==> src/design/spc_pkg.sv <==
// Shared types and constants for the skeleton pixel classifier.
package spc_pkg;

  // Default frame limits
  localparam int DEF_MAX_WIDTH  = 2048;
  localparam int DEF_MAX_HEIGHT = 2048;

  // Configuration port
  localparam int CFG_W  = 12;
  localparam int CFG_AW = 1;
  localparam logic [CFG_AW-1:0] REG_IMAGE_WIDTH  = 1'b0;
  localparam logic [CFG_AW-1:0] REG_IMAGE_HEIGHT = 1'b1;
  localparam logic [CFG_W-1:0]  RST_IMAGE_WIDTH  = 12'd1388;
  localparam logic [CFG_W-1:0]  RST_IMAGE_HEIGHT = 12'd1026;

  // Result field widths
  localparam int POS_W  = 11;
  localparam int DEG_W  = 3;
  localparam int KIND_W = 2;

  // Stream widths
  localparam int IN_TDATA_W  = 8;
  localparam int OUT_TDATA_W = 32;
  localparam int OUT_TUSER_W = 3;

  // Pixel kinds
  localparam logic [KIND_W-1:0] KIND_NONE     = 2'd0;
  localparam logic [KIND_W-1:0] KIND_ENDPOINT = 2'd1;
  localparam logic [KIND_W-1:0] KIND_JUNCTION = 2'd2;

  // 3x3 window, bit r*3+c; masks of the border rows and columns
  localparam logic [8:0] WIN_TOP    = 9'h007;
  localparam logic [8:0] WIN_BOTTOM = 9'h1C0;
  localparam logic [8:0] WIN_LEFT   = 9'h049;
  localparam logic [8:0] WIN_RIGHT  = 9'h124;
  localparam logic [8:0] WIN_CENTRE = 9'h010;

  // Queue between front and back
  localparam int Q_DEPTH = 4;
  localparam int Q_AW    = 2;
  localparam int Q_CNT_W = 3;

  // One classified-window entry
  typedef struct packed {
    logic             valid;
    logic [POS_W-1:0] row;
    logic [POS_W-1:0] col;
    logic [8:0]       win;
  } spc_item_t;

  // Front to queue
  typedef struct packed {
    logic      push;
    spc_item_t item;
  } spc_push_t;

  // Queue status toward front and back
  typedef struct packed {
    logic [Q_CNT_W-1:0] level;
    logic               nonempty;
  } spc_qstat_t;

endpackage

==> src/design/spc_back.sv <==
// Back end: degree and kind of the centre pixel, output register.
module spc_back import spc_pkg::*; (
  input  logic                   clk,
  input  logic                   rst_n,
  input  spc_item_t              head,
  input  spc_qstat_t             qstat,
  output logic                   pop,
  output logic                   out_tvalid,
  input  logic                   out_tready,
  output logic [OUT_TDATA_W-1:0] out_tdata,
  output logic [OUT_TUSER_W-1:0] out_tuser
);

  localparam int PAD_W = OUT_TDATA_W - (2 * POS_W + 1 + DEG_W);

  // Ring count minus adjacent ring pairs
  logic [8:0]        ring;
  logic [3:0]        cnt, pairs, deg4;
  logic              centre;
  logic [DEG_W-1:0]  deg;
  logic [KIND_W-1:0] kind;

  always_comb begin
    centre = head.win[4];
    ring   = head.win & ~WIN_CENTRE;
    cnt    = '0;
    for (int i = 0; i < 9; i++) cnt = cnt + 4'(ring[i]);
    pairs = 4'(ring[0] & ring[3]) + 4'(ring[3] & ring[6]) +
            4'(ring[2] & ring[5]) + 4'(ring[5] & ring[8]) +
            4'(ring[0] & ring[1]) + 4'(ring[1] & ring[2]) +
            4'(ring[6] & ring[7]) + 4'(ring[7] & ring[8]);
    deg4  = (cnt >= pairs) ? cnt - pairs : 4'd0;
    deg   = '0;
    kind  = KIND_NONE;
    if (centre) begin
      deg = DEG_W'(deg4);
      if (deg4 > 4'd2)       kind = KIND_JUNCTION;
      else if (deg4 == 4'd1) kind = KIND_ENDPOINT;
    end
  end

  // Output register
  logic                   valid_r;
  logic [OUT_TDATA_W-1:0] data_r;
  logic [OUT_TUSER_W-1:0] user_r;

  assign pop = qstat.nonempty && (!valid_r || out_tready);

  always_ff @(posedge clk) begin
    if (!rst_n) begin
      valid_r <= 1'b0;
    end else if (pop) begin
      valid_r <= 1'b1;
    end else if (out_tready) begin
      valid_r <= 1'b0;
    end
  end

  always_ff @(posedge clk) begin
    if (pop) begin
      if (head.valid) begin
        data_r <= {PAD_W'(0), deg, centre, head.col, head.row};
        user_r <= {kind, 1'b1};
      end else begin
        data_r <= '0;
        user_r <= '0;
      end
    end
  end

  assign out_tvalid = valid_r;
  assign out_tdata  = data_r;
  assign out_tuser  = user_r;

endmodule

==> config.mk <==
export PLATFORM = sky130hd
export DESIGN_NAME = spc_back
export DESIGN_NICKNAME = d
export VERILOG_FILES = /design/src/design/spc_pkg.sv /design/src/design/spc_back.sv
export SDC_FILE = /design/constraint.sdc
export NUM_CORES = 1
export LEC_CHECK = 0
export BUFFER_PORTS_ARGS = -buffer_cell sky130_fd_sc_hd__buf_2
export CORE_MARGIN = 1
export CORE_UTILIZATION = 50
export DETAILED_ROUTE_END_ITERATION = 16
export PLACE_DENSITY = 0.84
export SYNTH_ARGS = -nofsm -noshare
export SYNTH_HDL_FRONTEND = slang
export SYNTH_SLANG_ARGS = --single-unit
export TNS_END_PERCENT = 5
==> constraint.sdc <==
create_clock -name clk -period 11.35 [get_ports clk]
set_input_delay 2.27 -clock clk [delete_from_list [all_inputs] [get_ports clk]]
set_output_delay 2.27 -clock clk [all_outputs]
set_load 0.005 [all_outputs]
==> run summary <==
Hold_buf cts: 0
Status: finished, final reports clean
Tmin final: 5.79 ns
Cell mode on critical path: fa_1
# rows: 20
P_int: 207 µW
Final hold vios: 0
Count of cell types in the netlist: 26
Critical path's largest stage delay: 0.52 ns
Largest net degree at the start of global routing: 31
Layout area overhead: 24.5%
#FFs+latches synth: 30
IO buf count: 66
Area contributors post-synth: edfxtp_1 (52%), fa_1 (11%), and2_1 (9.0%), ha_1 (8.2%), inv_1 (4.0%)
CTS tree: built
Hold WC Path Type: reg -> reg
R2r startpoint: out_tvalid$_SDFFE_PN0P_
Switching power: 91.5 µW
Leakage: 0.00101 µW
Clk slew on worst S/H paths: 0.08 ns
Synth Instances: 132
Setup CP Type: in -> reg
Hold Path Depth: 2
Worst setup EP type: flop
Critical Path RT: 11.54 ns
TritonCTS Sinks: 30
Tcrit/Tclk final: 51.0%
Max-cap violations: 0
Gate power share: 35.7%
Final setup fails: 0
Critical path arrival: 5.98 ns
CP Max Fanout: 4
Top-area cell type share of the netlist area: 52.2%
Worst hold start: out_tvalid$_SDFFE_PN0P_
First-pass GRT wire length: 4.57 mm
Global route total overflow: 0
Die area: 3570 µm²
Antenna cells: 0
Worst setup SP type: input port
Yosys warnings: 0
Sw frac: 30.7%
Core area: 3100 µm²
RSZ-0062 raised after global routing: false
# resized after CTS: 0
Post-DP HPWL: 2.20 mm
Largest area contributor in the netlist: edfxtp_1
Post-CTS Setup Inserts: 0
Clock Power Share: 18.7%
Die W: 59.8 µm
Dpl cell area: 2030 µm²
WL/cell: 11.1 µm
Overall power: 299 µW
RD Place Congestion: 0.740
Synthesized area per cell: 12.6 µm²
Clk_skew: 0.00388 ns
Number of nets in the layout: 262
TritonCTS buffer count: 5
Worst R2R End: out_tdata[20]$_SDFFCE_PN0P_
Ports: 76
Remaining antenna violation count after routing: 0
Post-Syn Area: 1670 µm²
DRT Pass-1 Iters: 4
Max Freq: 173 MHz
CP max stage cell: fa_1
Chip height: 59.8 µm
Flop-to-flop setup slack: 10.12 ns
Hold EP: out_tvalid$_SDFFE_PN0P_
H-tree depth: 2
Post-route DRC: 0
P per Cell Area: 144 nW/µm²
Setup TNS: 0 ns
Initial antenna violation count: 0
DRT iter0 DRCs: 34
CP cell instances: buf_2 -> nand2_1 -> fa_1 -> fa_1 -> fa_1 -> inv_1 -> ha_1 -> inv_1 -> fa_1 -> inv_1 -> fa_1 -> a21boi_0 -> o211a_1 -> nor2_2 -> and4_1
WL final: 2.75 mm
Vias in the first global route: 1046
Fin area: 2080 µm²
Commonest cells after routing, fill and taps aside: buf_2 (66), edfxtp_1 (29), and2_1 (24)
Routed vias/inst: 4.61
Tot GR Track Use: 17.9%
Starting density of the core: 53.8%
Root buf cell: clkbuf_4
Longest Clk Path Bufs: 2
Via count of the routed design: 1143
Reg power frac: 45.5%
Worst-skew pair later-pin latency: 0.31 ns
Fin. max-slew vios: 0
Commonest non-fill, non-tap cell in the layout: buf_2
Register area share after synthesis: 53.4%
Layout cell share with drive strength beyond 1: 37.3%
Cells on worst reg2reg path: 3
Peak supply drop: 0.0815 mV
[flip-flops by register name (all words and copies together) (netlist names)]
register	cells
out_tdata	26
out_tuser	3
out_tvalid	1
[final cells by class]
class / instances / area [µm²]
clock inverters: 2 / 8.76
inverters: 18 / 67.6
clock buffers: 6 / 41.3
flip-flops and latches: 30 / 891
repair buffers: 67 / 338
fillers: 249 / 1020
multi-input cells: 81 / 677
well taps: 44 / 55.1
[worst max-delay path by stage]
stage / from / end / slack (ns)
2_1_floorplan: out_tready / pop / 5.39
3_3_place_gp: head[0] / out_tuser[1]$_SDFFCE_PP0P_ / 5.33
3_5_place_dp: head[0] / out_tuser[1]$_SDFFCE_PP0P_ / 5.18
4_1_cts: head[0] / out_tuser[1]$_SDFFCE_PP0P_ / 5.54
5_1_grt: head[0] / out_tuser[1]$_SDFFCE_PP0P_ / 5.37
6_report: head[0] / out_tuser[1]$_SDFFCE_PP0P_ / 5.56
[per-stage QoR]
stage / worst slack (ns) / utilization, % / hold slack (ns) / instances
floorplan: 5.39 / - / 0.612 / 137
global placement: 5.33 / 65.4 / 0.625 / 240
detailed placement: 5.18 / 65.4 / 0.647 / 240
CTS: 5.54 / 67.0 / 0.660 / 248
global route: 5.37 / 67.0 / 0.684 / 248
finish: 5.56 / 67.0 / 0.653 / 248
[kinds of logic (layout without fill, tap and decap cells)]
kind of cell	Yosys count	count (layout)	synth area share, %
AO/OA/AOI/OAI	8	8	3.22
XOR/XNOR	4	4	2.10
adder cells (fa/ha/maj)	20	20	19.0
buffers and inverters	26	93	7.35
flip-flops	30	30	53.4
other	1	6	0.225
AND/OR/NAND/NOR	43	43	14.7
[power by group through the flow]
stage / Combinational (µW) / Clock [µW] / Sequential [µW]
2_1_floorplan: 73.8 / 0 / 141
3_5_place_dp: 108 / 0 / 139
4_1_cts: 108 / 58.0 / 136
3_3_place_gp: 99.5 / 0 / 139
5_1_grt: 126 / 61.5 / 137
6_report: 107 / 55.9 / 136
[synthesized netlist by cell type]
cell and n:
edfxtp_1 29, nand3_1 1, and4_1 1, o211a_1 1, and2_1 24, nor2_1 2
xnor2_1 1, a21o_1 1, buf_2 2, o21a_1 1, inv_1 18, xor2_1 3
nand2_1 8, nand4_1 2, a21oi_1 2, conb_1 1, fa_1 9, nor2b_1 3
buf_4 6, nor2_2 1, ha_1 11, o21ai_0 1, a31oi_1 1, dfxtp_1 1
or2_2 1, a21boi_0 1
[critical path: cells and delay by family]
family | cells | cell delay [ns]
AND/OR/NAND/NOR | 3 | 0.36
buffers and inverters | 4 | 0.31
adder cells (fa/ha/maj) | 6 | 2.61
AO/OA/AOI/OAI | 2 | 0.42
[per-layer routing]
| layer | vias to the layer above | track usage [%] | part of all wire [%] |
|---|---|---|---|
| met5 | - | 0 | 0 |
| met4 | 0 | 9.63 | 2.4 |
| met3 | 9 | 5.63 | 8.2 |
| met2 | 59 | 30.6 | 50 |
| met1 | 510 | 19.7 | 39 |
| li1 | 565 | - | - |
Note: power is estimated with default switching activity, not from simulation.
