[src/design/spc_pkg.sv]
// Shared types and constants for the skeleton pixel classifier.
package spc_pkg;

  // Default frame limits
  localparam int DEF_MAX_WIDTH  = 2048;
  localparam int DEF_MAX_HEIGHT = 2048;

  // Configuration port
  localparam int CFG_W  = 12;
  localparam int CFG_AW = 1;
  localparam logic [CFG_AW-1:0] REG_IMAGE_WIDTH  = 1'b0;
  localparam logic [CFG_AW-1:0] REG_IMAGE_HEIGHT = 1'b1;
  localparam logic [CFG_W-1:0]  RST_IMAGE_WIDTH  = 12'd1388;
  localparam logic [CFG_W-1:0]  RST_IMAGE_HEIGHT = 12'd1026;

  // Result field widths
  localparam int POS_W  = 11;
  localparam int DEG_W  = 3;
  localparam int KIND_W = 2;

  // Stream widths
  localparam int IN_TDATA_W  = 8;
  localparam int OUT_TDATA_W = 32;
  localparam int OUT_TUSER_W = 3;

  // Pixel kinds
  localparam logic [KIND_W-1:0] KIND_NONE     = 2'd0;
  localparam logic [KIND_W-1:0] KIND_ENDPOINT = 2'd1;
  localparam logic [KIND_W-1:0] KIND_JUNCTION = 2'd2;

  // 3x3 window, bit r*3+c; masks of the border rows and columns
  localparam logic [8:0] WIN_TOP    = 9'h007;
  localparam logic [8:0] WIN_BOTTOM = 9'h1C0;
  localparam logic [8:0] WIN_LEFT   = 9'h049;
  localparam logic [8:0] WIN_RIGHT  = 9'h124;
  localparam logic [8:0] WIN_CENTRE = 9'h010;

  // Queue between front and back
  localparam int Q_DEPTH = 4;
  localparam int Q_AW    = 2;
  localparam int Q_CNT_W = 3;

  // One classified-window entry
  typedef struct packed {
    logic             valid;
    logic [POS_W-1:0] row;
    logic [POS_W-1:0] col;
    logic [8:0]       win;
  } spc_item_t;

  // Front to queue
  typedef struct packed {
    logic      push;
    spc_item_t item;
  } spc_push_t;

  // Queue status toward front and back
  typedef struct packed {
    logic [Q_CNT_W-1:0] level;
    logic               nonempty;
  } spc_qstat_t;

endpackage

[src/design/spc_queue.sv]
// Short queue between the front end and the back end.
module spc_queue import spc_pkg::*; (
  input  logic       clk,
  input  logic       rst_n,
  input  spc_push_t  push_i,
  input  logic       pop,
  output spc_item_t  head,
  output spc_qstat_t qstat
);

  spc_item_t          entry_r [Q_DEPTH];
  logic [Q_AW-1:0]    wr_ptr_r;
  logic [Q_AW-1:0]    rd_ptr_r;
  logic [Q_CNT_W-1:0] count_r;

  // Pointers and fill level
  always_ff @(posedge clk) begin
    if (!rst_n) begin
      wr_ptr_r <= '0;
      rd_ptr_r <= '0;
      count_r  <= '0;
    end else begin
      if (push_i.push) wr_ptr_r <= wr_ptr_r + Q_AW'(1);
      if (pop)         rd_ptr_r <= rd_ptr_r + Q_AW'(1);
      if (push_i.push && !pop)      count_r <= count_r + Q_CNT_W'(1);
      else if (!push_i.push && pop) count_r <= count_r - Q_CNT_W'(1);
    end
  end

  // Storage
  always_ff @(posedge clk) begin
    if (push_i.push) entry_r[wr_ptr_r] <= push_i.item;
  end

  assign head           = entry_r[rd_ptr_r];
  assign qstat.level    = count_r;
  assign qstat.nonempty = (count_r != '0);

endmodule

[config.mk]
export PLATFORM = sky130hd
export DESIGN_NAME = spc_queue
export DESIGN_NICKNAME = d
export VERILOG_FILES = /design/src/design/spc_pkg.sv /design/src/design/spc_queue.sv
export SDC_FILE = /design/constraint.sdc
export NUM_CORES = 1
export LEC_CHECK = 0
export BUFFER_PORTS_ARGS = -buffer_cell sky130_fd_sc_hd__buf_2
export CORE_ASPECT_RATIO = 1.1
export CORE_MARGIN = 2
export CORE_UTILIZATION = 45
export CTS_BUF_LIST = sky130_fd_sc_hd__clkbuf_8
export DETAILED_ROUTE_END_ITERATION = 7
export MAX_ROUTING_LAYER = met4
export PLACE_DENSITY = 0.67
export SLEW_MARGIN = 20
export SYNTH_ARGS = -nofsm -noshare
export SYNTH_HDL_FRONTEND = slang
export SYNTH_SLANG_ARGS = --single-unit
[constraint.sdc]
create_clock -name clk -period 2.9 [get_ports clk]
set_clock_uncertainty 0.2 [all_clocks]
set_input_delay 0.87 -clock clk [delete_from_list [all_inputs] [get_ports clk]]
set_output_delay 0.87 -clock clk [all_outputs]
set_load 0.05 [all_outputs]
==> summary.md, run 1 <==
| Metric | Value |
|---|---|
| Final net count | `approximately 340` |
| Die height | `around 120 um` |
| Die footprint | `between 10,000 and 15,000 um^2` |
| Worst-skew pair later-pin latency | `0.42 ns` |
| FILL cells | `approximately 880` |
| Clk sink count | `between 100 and 150` |
| Total congestion overflow | `0` |
| Share of cells above drive strength 1 | `0.462` |
| FMAX | `between 300 and 400 MHz` |
| Worst hold-check path type | `flop to flop` |
| Max Buffers Root-to-Sink | `2` |
| Unrepaired setup endpoints after global routing | `false` |
| WP data arrival | `between 1.5 and 2 ns` |
| Post-synth cell types | `19` |
| Most frequent cells after synthesis | `128 x edfxtp_1, 30 x mux4_2, 9 x and2_1, 9 x dfxtp_1, 5 x ha_1` |
| Antenna-violating nets left | `0` |
| Avg Cell Area, Syn | `24.4 um^2` |
| Crit Path Category | `flop to primary output` |
| Internal Power | `3.09 mW` |
| Most common flop cell mapped by yosys | `edfxtp_1` |
| Vias | `approximately 2,300` |
| Async set-reset flop share out of synthesis | `0` |
| Synth area leaders | `edfxtp_1 75%, mux4_2 13%, dfxtp_1 3.5%` |
| Starting Density | `0.465` |
| DRC viols | `0` |
| Antenna violations before repair | `0` |
| Final core occ | `0.554` |
| # rows | `40` |
| Pwr dens | `slightly above 700 nW/um^2` |
| Clock group share of total power | `0.302` |
| Slew margin rel. | `0.717` |
| Routability cong. | `roughly 0.66` |
| Status | `completed` |
| Routed len/inst | `~18 um` |
| Setup TNS | `0 ns` |
| Post-Layout Inst Area | `between 6000 and 7000 um^2` |
| Total GRT Usage | `0.155` |
| CTS tree | `built` |
| CTS buffer count | `17` |
| # diodes | `0` |
| Crit path max fanout | `11` |
| Largest net degree at the start of global routing | `25` |
| Final period utilization | `0.974` |
| IO Count | `between 70 and 80` |
| DP Wirelength | `5.17 mm` |
| Cell Area, Synth | `~5000 um^2` |
| Post-CTS setup buffer count | `0` |
| Post-synthesis register bit count | `between 100 and 150` |
| Dpl cell area | `5680 um^2` |
| Initial DRC Count | `97` |
| Synthesis warning total | `0` |
| Setup-failing EPs final | `0` |
| Top cell type's share of synthesized area | `0.754` |
| Leading area contributor after synthesis | `edfxtp_1` |
| VDD IR-drop max | `437 uV` |
| Syn_nets | `approximately 250` |
| Synth Instances | `roughly 210` |
| First-pass GRT wire length | `~13 mm` |
| Syn-to-layout area delta | `19.0%` |
| Reg2reg setup slack | `1.18 ns` |
| Post-synth EDFFs | `128` |
| First drt pass iteration count | `4` |
| Share of power burned in registers | `0.533` |
| Crit end category | `primary output` |
| Number of global-route vias before repair | `between 2,000 and 2,500` |
| Worst Tran Pin Value | `0.424 ns` |
| Switching share of power | `0.283` |
| Count leader, synth | `edfxtp_1` |
| Max cap viols | `0` |
| Seq/Total Area, Yosys | `0.789` |
| Total wire length | `between 8 and 9 mm` |
| Total core area | `between 10,000 and 15,000 um^2` |
| Port Buffers | `about 70` |
| Max Slew Vio Count | `0` |
| Die W | `approximately 110 um` |
| H-tree Lvls | `4` |
| CTS clock-pin slew for the worst setup and hold paths | `approximately 0.080 ns` |
| Comb power frac | `0.165` |
| Vias per inst | `about 5.0` |
| Startpoint types | `flop` |
| Sw power | `1.22 mW` |
| Crit path time final | `2.83 ns` |
| Worst Path Required | `roughly 1.8 ns` |
| Static leakage | `around 2.1 nW` |
| Final hold vios | `0` |
| Root buf cell | `clkbuf_8` |
layer usage:
| layer | GRT usage | up-vias | part of all wire |
|---|---|---|---|
| li1 | - | 1058 | - |
| met4 | 0.0613 | 0 | 0.0098 |
| met3 | 0.0484 | 5 | 0.038 |
| met2 | 0.253 | 58 | 0.54 |
| met5 | - | - | 0 |
| met1 | 0.182 | 1193 | 0.41 |
final timing paths:
check,startpoint,end,cells after the start
worst max register to register,wr_ptr_r[0],entry_r[0][18],4
worst min-delay path,count_r[2],count_r[2],2
worst max-delay path,flop,head[29],3
worst min register to register,count_r[2],count_r[2],2
critical path, cell delays in order (launching register included):
cell	delay [ns]
dfxtp_4	0.40
buf_12	0.17
mux4_1	0.59
buf_6	0.18
power by group through the flow:
stage | logic (mW) | clock network, mW | registers (mW)
2_1_floorplan | 0.510 | 0 | 2.36
3_3_place_gp | 0.702 | 0 | 2.33
3_5_place_dp | 0.707 | 0 | 2.34
4_1_cts | 0.713 | 1.35 | 2.30
5_1_grt | 0.753 | 1.43 | 2.31
6_report | 0.710 | 1.30 | 2.30
what timing repair did:
item | in CTS | in global routing
gates resized for setup | 4 | 3
pin swaps | 0 | 0
setup endpoints to repair | 7 | 22
gates cloned | 0 | 1
hold buffers | 0 | 0
cells by family after synthesis:
logic type | after synthesis | synth area share
mux | 34 | 0.147
flops | 137 | 0.789
compound gates | 2 | 0.00245
fa+ha+maj | 6 | 0.0162
xor+xnor | 5 | 0.00859
buf+inv | 11 | 0.0199
simple gates | 14 | 0.0167
per-stage QoR:
stage	setup slack, ns	total power [mW]	hold WS, ns	cells
floorplan	0.553	2.87	0.328	209
global placement	0.392	3.04	0.294	428
detailed placement	0.298	3.05	0.324	428
CTS	0.00170	4.36	0.336	460
global route	0.000657	4.49	0.353	461
finish	0.0741	4.31	0.334	461
cells in the final DEF (no fill, tap or decap):
cell type / Yosys / routed
clkinv_1: 0 / 1
edfxtp_1: 128 / 128
clkbuf_16: 0 / 1
dfxtp_1: 9 / 7
ha_1: 5 / 5
or3_1: 2 / 2
nor2b_1: 2 / 2
o21ai_0: 1 / 1
mux4_1: 2 / 2
inv_1: 4 / 6
a21boi_0: 1 / 1
buf_2: 3 / 69
xnor2_1: 2 / 2
xor2_1: 3 / 3
dfxtp_2: 0 / 1
clkinvlp_4: 0 / 4
clkinv_4: 0 / 3
nand2_1: 1 / 1
clkbuf_8: 0 / 17
buf_4: 0 / 3
and2_1: 9 / 5
dfxtp_4: 0 / 1
and2_2: 0 / 4
mux4_2: 30 / 30
buf_12: 3 / 6
mux2i_1: 2 / 2
clkinv_2: 0 / 2
fa_1: 1 / 1
inv_6: 0 / 3
buf_6: 1 / 1
state kept, by name (all words and copies together) (netlist names), named ones only:
signal,cells
count_r,3
entry_r,128
rd_ptr_r,2
wr_ptr_r,2
area by class of cell:
cell class | count | area, um^2 | share of cell area
Multi-Input combinational cell | 61 | 977 | 0.161
Inverter | 4 | 15.0 | 0.00247
Clock inverter | 15 | 104 | 0.0171
Tap cell | 147 | 184 | 0.0303
Sequential cell | 137 | 4030 | 0.664
Timing Repair Buffer | 80 | 524 | 0.0864
Clock buffer | 17 | 234 | 0.0386
Note: power is estimated with default switching activity, not from simulation.
==> run 2, diff against run 1 <==
CORE_ASPECT_RATIO = unset   (was 1.1)
==> summary.md, run 2 (synthesized netlist as in run 1, its figures left out) <==
| Metric | Value |
|---|---|
| Status | `completed (unchanged)` |
| Switching share of power | `0.271 (was 0.283)` |
| IO Count | `72 (unchanged)` |
| Final Non-Filler Cells | `454 (was 461)` |
| Syn-to-layout area delta | `21.4% (was 19.0%)` |
| Area of the multi-input gates | `977 um^2 (unchanged)` |
| Total wire length | `8.12 mm (was 8.37 mm)` |
| Met2 usage | `0.231 (was 0.253)` |
| CTS buffer count | `17 (unchanged)` |
| Initial DRC Count | `163 (was 97)` |
| Die W | `110 um (was 105 um)` |
| FMAX | `349 MHz (was 354 MHz)` |
| FF-to-FF path depth | `4 (unchanged)` |
| CTS clock-pin slew for the worst setup and hold paths | `0.08 ns (about the same)` |
| Share of cells above drive strength 1 | `0.463 (was 0.462)` |
| Port Buffers | `71 (unchanged)` |
| Most common cell after layout, fill and taps aside | `edfxtp_1 (unchanged)` |
| Reg-to-reg critical path startpoint | `wr_ptr_r[0] (unchanged)` |
| Post-Layout Inst Area | `6190 um^2 (was 6070 um^2)` |
| VDD IR-drop max | `332 uV (was 437 uV)` |
| Max Buffers Root-to-Sink | `2 (unchanged)` |
| Antenna-violating nets left | `0 (unchanged)` |
| Clk sink count | `137 (unchanged)` |
| Max Slew Vio Count | `0 (unchanged)` |
| First-pass GRT wire length | `12.9 mm (was 13.1 mm)` |
| CTS tree | `built (unchanged)` |
| DP Wirelength | `4.86 mm (was 5.17 mm)` |
| Startpoint types | `flop (unchanged)` |
| Crit Path Category | `flop to primary output (unchanged)` |
| Clock group share of total power | `0.326 (was 0.302)` |
| Setup TNS | `0 ns (unchanged)` |
| Routability cong. | `0.672 (was 0.664)` |
| Vias | `2,294 (was 2,314)` |
| Number of global-route vias before repair | `2,497 (was 2,415)` |
| Antenna violations before repair | `1 (was 0)` |
| DRC viols | `0 (unchanged)` |
| FILL cells | `837 (was 883)` |
| Starting Density | `0.466 (was 0.465)` |
| WHS Path Cells | `2 (unchanged)` |
| Final net count | `342 (was 343)` |
| Reg2reg setup slack | `1.17 ns (was 1.18 ns)` |
| First drt pass iteration count | `4 (unchanged)` |
| Most flops, register | `entry_r (unchanged)` |
| Worst-skew pair later-pin latency | `0.42 ns (about the same)` |
| Worst Tran Pin Value | `0.431 ns (was 0.424 ns)` |
| Hold endpoint | `count_r[2] (unchanged)` |
| Cts hold-fix bufs | `0 (unchanged)` |
| Biggest regs | `entry_r (128), count_r (3) (unchanged)` |
| Slew margin rel. | `0.712 (was 0.717)` |
| Max cap viols | `0 (unchanged)` |
| DP Cell Count | `420 (was 428)` |
| Final hold vios | `0 (unchanged)` |
| Vias per inst | `5.05 (was 5.02)` |
| Setup-failing EPs final | `0 (unchanged)` |
| Root buf cell | `clkbuf_8 (unchanged)` |
| Largest net degree at the start of global routing | `33 (was 25)` |
| Die footprint | `12,200 um^2 (about the same)` |
| Share of power burned in registers | `0.509 (was 0.533)` |
| Worst Path Required | `1.83 ns (about the same)` |
| Worst hold-check path type | `flop to flop (unchanged)` |
| # rows | `38 (was 40)` |
| GR Layer Usage met1 | `0.171 (was 0.182)` |
| Total GRT Usage | `0.146 (was 0.155)` |
| Static leakage | `2.13 nW (was 2.09 nW)` |
| H-tree Lvls | `4 (unchanged)` |
| Final period utilization | `0.987 (was 0.974)` |
| Routed len/inst | `17.9 um (was 18.2 um)` |
| R2R Path End | `entry_r[2][11] (was entry_r[0][18])` |
| Total core area | `10,900 um^2 (was 11,000 um^2)` |
| Dpl cell area | `5690 um^2 (was 5680 um^2)` |
| Post-CTS setup buffer count | `0 (unchanged)` |
| Pwr dens | `730 nW/um^2 (was 710 nW/um^2)` |
| Crit end category | `primary output (unchanged)` |
| Die height | `110 um (was 116 um)` |
| Final hold slack | `0.331 ns (was 0.334 ns)` |
| Comb power frac | `0.165 (about the same)` |
| WP data arrival | `1.79 ns (was 1.76 ns)` |
| Hold Startpoint | `count_r[2] (unchanged)` |
| Crit path max fanout | `7 (was 11)` |
| Total congestion overflow | `0 (unchanged)` |
| Register area | `4030 um^2 (unchanged)` |
| Grt peak-use layer | `met2 (unchanged)` |
| Internal Power | `3.29 mW (was 3.09 mW)` |
| Grt met3 use | `0.0532 (was 0.0484)` |
| Crit path time final | `2.86 ns (was 2.83 ns)` |
| Max reg flops | `128 (unchanged)` |
| Unrepaired setup endpoints after global routing | `true (was false)` |
| Sw power | `1.22 mW (about the same)` |
| Most frequent cells in the layout | `128 x edfxtp_1, 59 x buf_2, 30 x mux4_2 (was 128 x edfxtp_1, 69 x buf_2, 30 x mux4_2)` |
| Total Power | `4.52 mW (was 4.31 mW)` |
## run 2: cell count changes in the layout (fill, tap and decap cells not counted), moves of 2 or more
| cell | change |
|---|---|
| buf_6 | +11 |
| buf_2 | -10 |
| buf_4 | -3 |
| bufinv_16 | +2 |
| clkinvlp_4 | +2 |
| inv_1 | -2 |
## run 2: through the flow
| stage | worst slack (ns) | util |
|---|---|---|
| floorplan | 0.553 | - |
| global placement | 0.390 | 0.520 |
| detailed placement | 0.327 | 0.520 |
| CTS | -0.00182 | 0.564 |
| global route | -0.0277 | 0.566 |
| finish | 0.0381 | 0.566 |
## run 2: final cells by class
type,instances,share of cell area
Clock inverter,15,0.0247
Sequential cell,137,0.651
Tap cell,140,0.0283
Timing Repair Buffer,79,0.0975
Clock buffer,17,0.0378
Multi-Input combinational cell,61,0.158
Inverter,4,0.00243
Antenna cell,1,0.000404
## run 2: timing repair
| item | 4_1_cts | 5_1_grt |
|---|---|---|
| endpoints found under the hold margin | 0 | 0 |
| gates cloned | 1 | 0 |
| resized for setup | 20 | 6 |
| endpoints found under the setup margin | 2 | 22 |
| pin swaps | 0 | 0 |
## run 2: worst max-delay path by stage
stage / from / slack, ns / cells past startpoint / endpoint
after CTS: flop / -0.002 / 3 / head[28]
after global routing: flop / -0.03 / 3 / head[8]
after global placement: push_i[32] / 0.39 / 7 / count_r[2]
after detailed placement: push_i[32] / 0.33 / 7 / count_r[2]
after floorplan: pop / 0.55 / 7 / count_r[2]
final: flop / 0.04 / 3 / head[27]
## run 2: per-layer routing
layer  up-vias  part of all wire
li1       1048                 -
met1      1177              0.42
met2        59              0.51
met3        10             0.054
met4         0             0.015
met5         -                 0
## run 2: critical path, cell delays in order (launching register included)
cell	delay, ns
dfxtp_4	0.39
bufbuf_16	0.29
mux4_2	0.51
buf_6	0.17
## run 2: power groups by stage
stage,combinational [mW],clock (mW),sequential [mW]
final,0.746,1.47,2.30
after global placement,0.706,0,2.34
after global routing,0.788,1.60,2.31
after detailed placement,0.711,0,2.34
after floorplan,0.510,0,2.36
after CTS,0.752,1.51,2.30
==> run 3, diff against run 2 <==
CORE_UTILIZATION = 40   (was 45)
PLACE_DENSITY = unset   (was 0.67)
PLACE_DENSITY_LB_ADDON = 0.3   (was unset)
==> summary.md, run 3 (synthesized netlist as in run 1, its figures left out) <==
| Metric | Value |
|---|---|
| Status | `completed (unchanged)` |
| Total Power | `4.70 mW (was 4.52 mW)` |
| Crit path time final | `2.85 ns (was 2.86 ns)` |
| Crit Path Category | `flop to primary output (unchanged)` |
| Unrepaired setup endpoints after global routing | `true (unchanged)` |
| Total congestion overflow | `0 (unchanged)` |
| VDD IR-drop max | `315 uV (was 332 uV)` |
| Register area | `4030 um^2 (unchanged)` |
| Static leakage | `2.18 nW (was 2.13 nW)` |
| IO Count | `72 (unchanged)` |
| Post-Layout Inst Area | `6330 um^2 (was 6190 um^2)` |
| Reg-to-reg critical path startpoint | `wr_ptr_r[0] (unchanged)` |
| First-pass GRT wire length | `13.0 mm (was 12.9 mm)` |
| Final net count | `345 (was 342)` |
| Final hold slack | `0.348 ns (was 0.331 ns)` |
| Final core occ | `0.506 (was 0.566)` |
| Crit path max fanout | `10 (was 7)` |
| FILL cells | `1,047 (was 837)` |
| Largest net degree at the start of global routing | `33 (unchanged)` |
| Worst Slack Setup Final | `0.0455 ns (was 0.0381 ns)` |
| Worst hold-check path type | `flop to flop (unchanged)` |
| Area of the multi-input gates | `973 um^2 (was 977 um^2)` |
| CTS tree | `built (unchanged)` |
| Total wire length | `8.72 mm (was 8.12 mm)` |
| Setup-failing EPs final | `0 (unchanged)` |
| DP Wirelength | `5.11 mm (was 4.86 mm)` |
| Biggest regs | `entry_r (128), count_r (3) (unchanged)` |
| Clk sink count | `137 (unchanged)` |
| Slew margin rel. | `0.692 (was 0.712)` |
| Share of cells above drive strength 1 | `0.465 (was 0.463)` |
| Switching share of power | `0.259 (was 0.271)` |
| DP Worst Slack | `0.302 ns (was 0.327 ns)` |
| Port Buffers | `71 (unchanged)` |
| Die W | `117 um (was 110 um)` |
| Vias per inst | `4.77 (was 5.05)` |
| Clock group share of total power | `0.344 (was 0.326)` |
| Final Non-Filler Cells | `488 (was 454)` |
| Sw power | `1.22 mW (about the same)` |
| Crit end category | `primary output (unchanged)` |
| Most common cell after layout, fill and taps aside | `edfxtp_1 (unchanged)` |
| Pwr dens | `742 nW/um^2 (was 730 nW/um^2)` |
| Startpoint types | `flop (unchanged)` |
| Number of global-route vias before repair | `2,411 (was 2,497)` |
| Max reg flops | `128 (unchanged)` |
| H-tree Lvls | `4 (unchanged)` |
| Antenna-violating nets left | `0 (unchanged)` |
| Worst-skew pair later-pin latency | `0.43 ns (was 0.42 ns)` |
| First drt pass iteration count | `4 (unchanged)` |
| CTS buffer count | `17 (unchanged)` |
| Die footprint | `13,700 um^2 (was 12,200 um^2)` |
| Most flops, register | `entry_r (unchanged)` |
| Starting Density | `0.407 (was 0.466)` |
| FMAX | `350 MHz (was 349 MHz)` |
| Most frequent cells in the layout | `128 x edfxtp_1, 47 x buf_2, 31 x mux4_2 (was 128 x edfxtp_1, 59 x buf_2, 30 x mux4_2)` |
| DP Cell Count | `455 (was 420)` |
| Comb power frac | `0.167 (was 0.165)` |
| Final period utilization | `0.984 (was 0.987)` |
| Vias | `2,327 (was 2,294)` |
| Setup TNS | `0 ns (unchanged)` |
| Max Buffers Root-to-Sink | `2 (unchanged)` |
| Root buf cell | `clkbuf_8 (unchanged)` |
| Total GRT Usage | `0.142 (was 0.146)` |
| Syn-to-layout area delta | `24.2% (was 21.4%)` |
| Worst Tran Pin Value | `0.463 ns (was 0.431 ns)` |
| Antenna violations before repair | `0 (was 1)` |
| Final hold vios | `0 (unchanged)` |
| Worst Path Required | `1.83 ns (about the same)` |
| DRC viols | `0 (unchanged)` |
| Share of power burned in registers | `0.489 (was 0.509)` |
| Routed len/inst | `17.9 um (about the same)` |
| # diodes | `0 (was 1)` |
| Hold Startpoint | `count_r[2] (unchanged)` |
| Max Slew Vio Count | `0 (unchanged)` |
| Die height | `117 um (was 110 um)` |
| Dpl cell area | `5730 um^2 (was 5690 um^2)` |
| Routability cong. | `0.640 (was 0.672)` |
| WP data arrival | `1.78 ns (was 1.79 ns)` |
| Internal Power | `3.48 mW (was 3.29 mW)` |
| CTS clock-pin slew for the worst setup and hold paths | `0.08 ns (about the same)` |
| Max cap viols | `0 (unchanged)` |
| Total core area | `12,500 um^2 (was 10,900 um^2)` |
| # rows | `41 (was 38)` |
| Initial DRC Count | `172 (was 163)` |
run 3: cell count changes in the layout (fill, tap and decap cells not counted), sizes merged:
| cell | change |
|---|---|
| clkinv | -2 |
| bufinv | +2 |
| inv | +1 |
| clkinvlp | -1 |
| clkbuf | +1 |
| bufbuf | -1 |
| buf | +3 |
| diode | -1 |
run 3: layer usage:
metal | share of wire | wire length (um) | vias to the layer above | GRT usage
met5 | 0 | 0 | - | -
met1 | 0.45 | 3910 | 1187 | 0.176
met3 | 0.058 | 507 | 12 | 0.0566
li1 | - | - | 1056 | -
met2 | 0.48 | 4160 | 72 | 0.208
met4 | 0.017 | 147 | 0 | 0.0612
run 3: worst max-delay path, stage by stage, from the launching register on:
cell and delay, ns:
dfxtp_4 0.42, buf_12 0.17, mux4_1 0.59, buf_6 0.18
run 3: final timing paths:
| check | slack [ns] | cells past startpoint | endpoint |
|---|---|---|---|
| worst max-delay path | 0.05 | 3 | head[29] |
| worst min-delay path | 0.35 | 2 | count_r[2] |
| worst max register to register | 1.12 | 4 | entry_r[0][15] |
| worst min register to register | 0.35 | 2 | count_r[2] |
run 3: power groups by stage:
stage	sequential, mW	combinational [mW]	clock [mW]
after floorplan	2.36	0.510	0
after CTS	2.30	0.770	1.66
final	2.30	0.785	1.61
after global placement	2.34	0.706	0
after detailed placement	2.34	0.711	0
after global routing	2.31	0.832	1.74
run 3: area by class of cell:
class	instances	share of cell area
Multi-Input combinational cell	61	0.154
Sequential cell	137	0.636
Timing Repair Buffer	82	0.107
Clock buffer	17	0.0370
Tap cell	172	0.0340
Inverter	4	0.00237
Clock inverter	15	0.0295
run 3: repair_timing:
item	4_1_cts	5_1_grt
hold buffers	0	0
gates resized for setup	39	15
cloned	0	1
endpoints found under the setup margin	26	27
buffers inserted	0	0
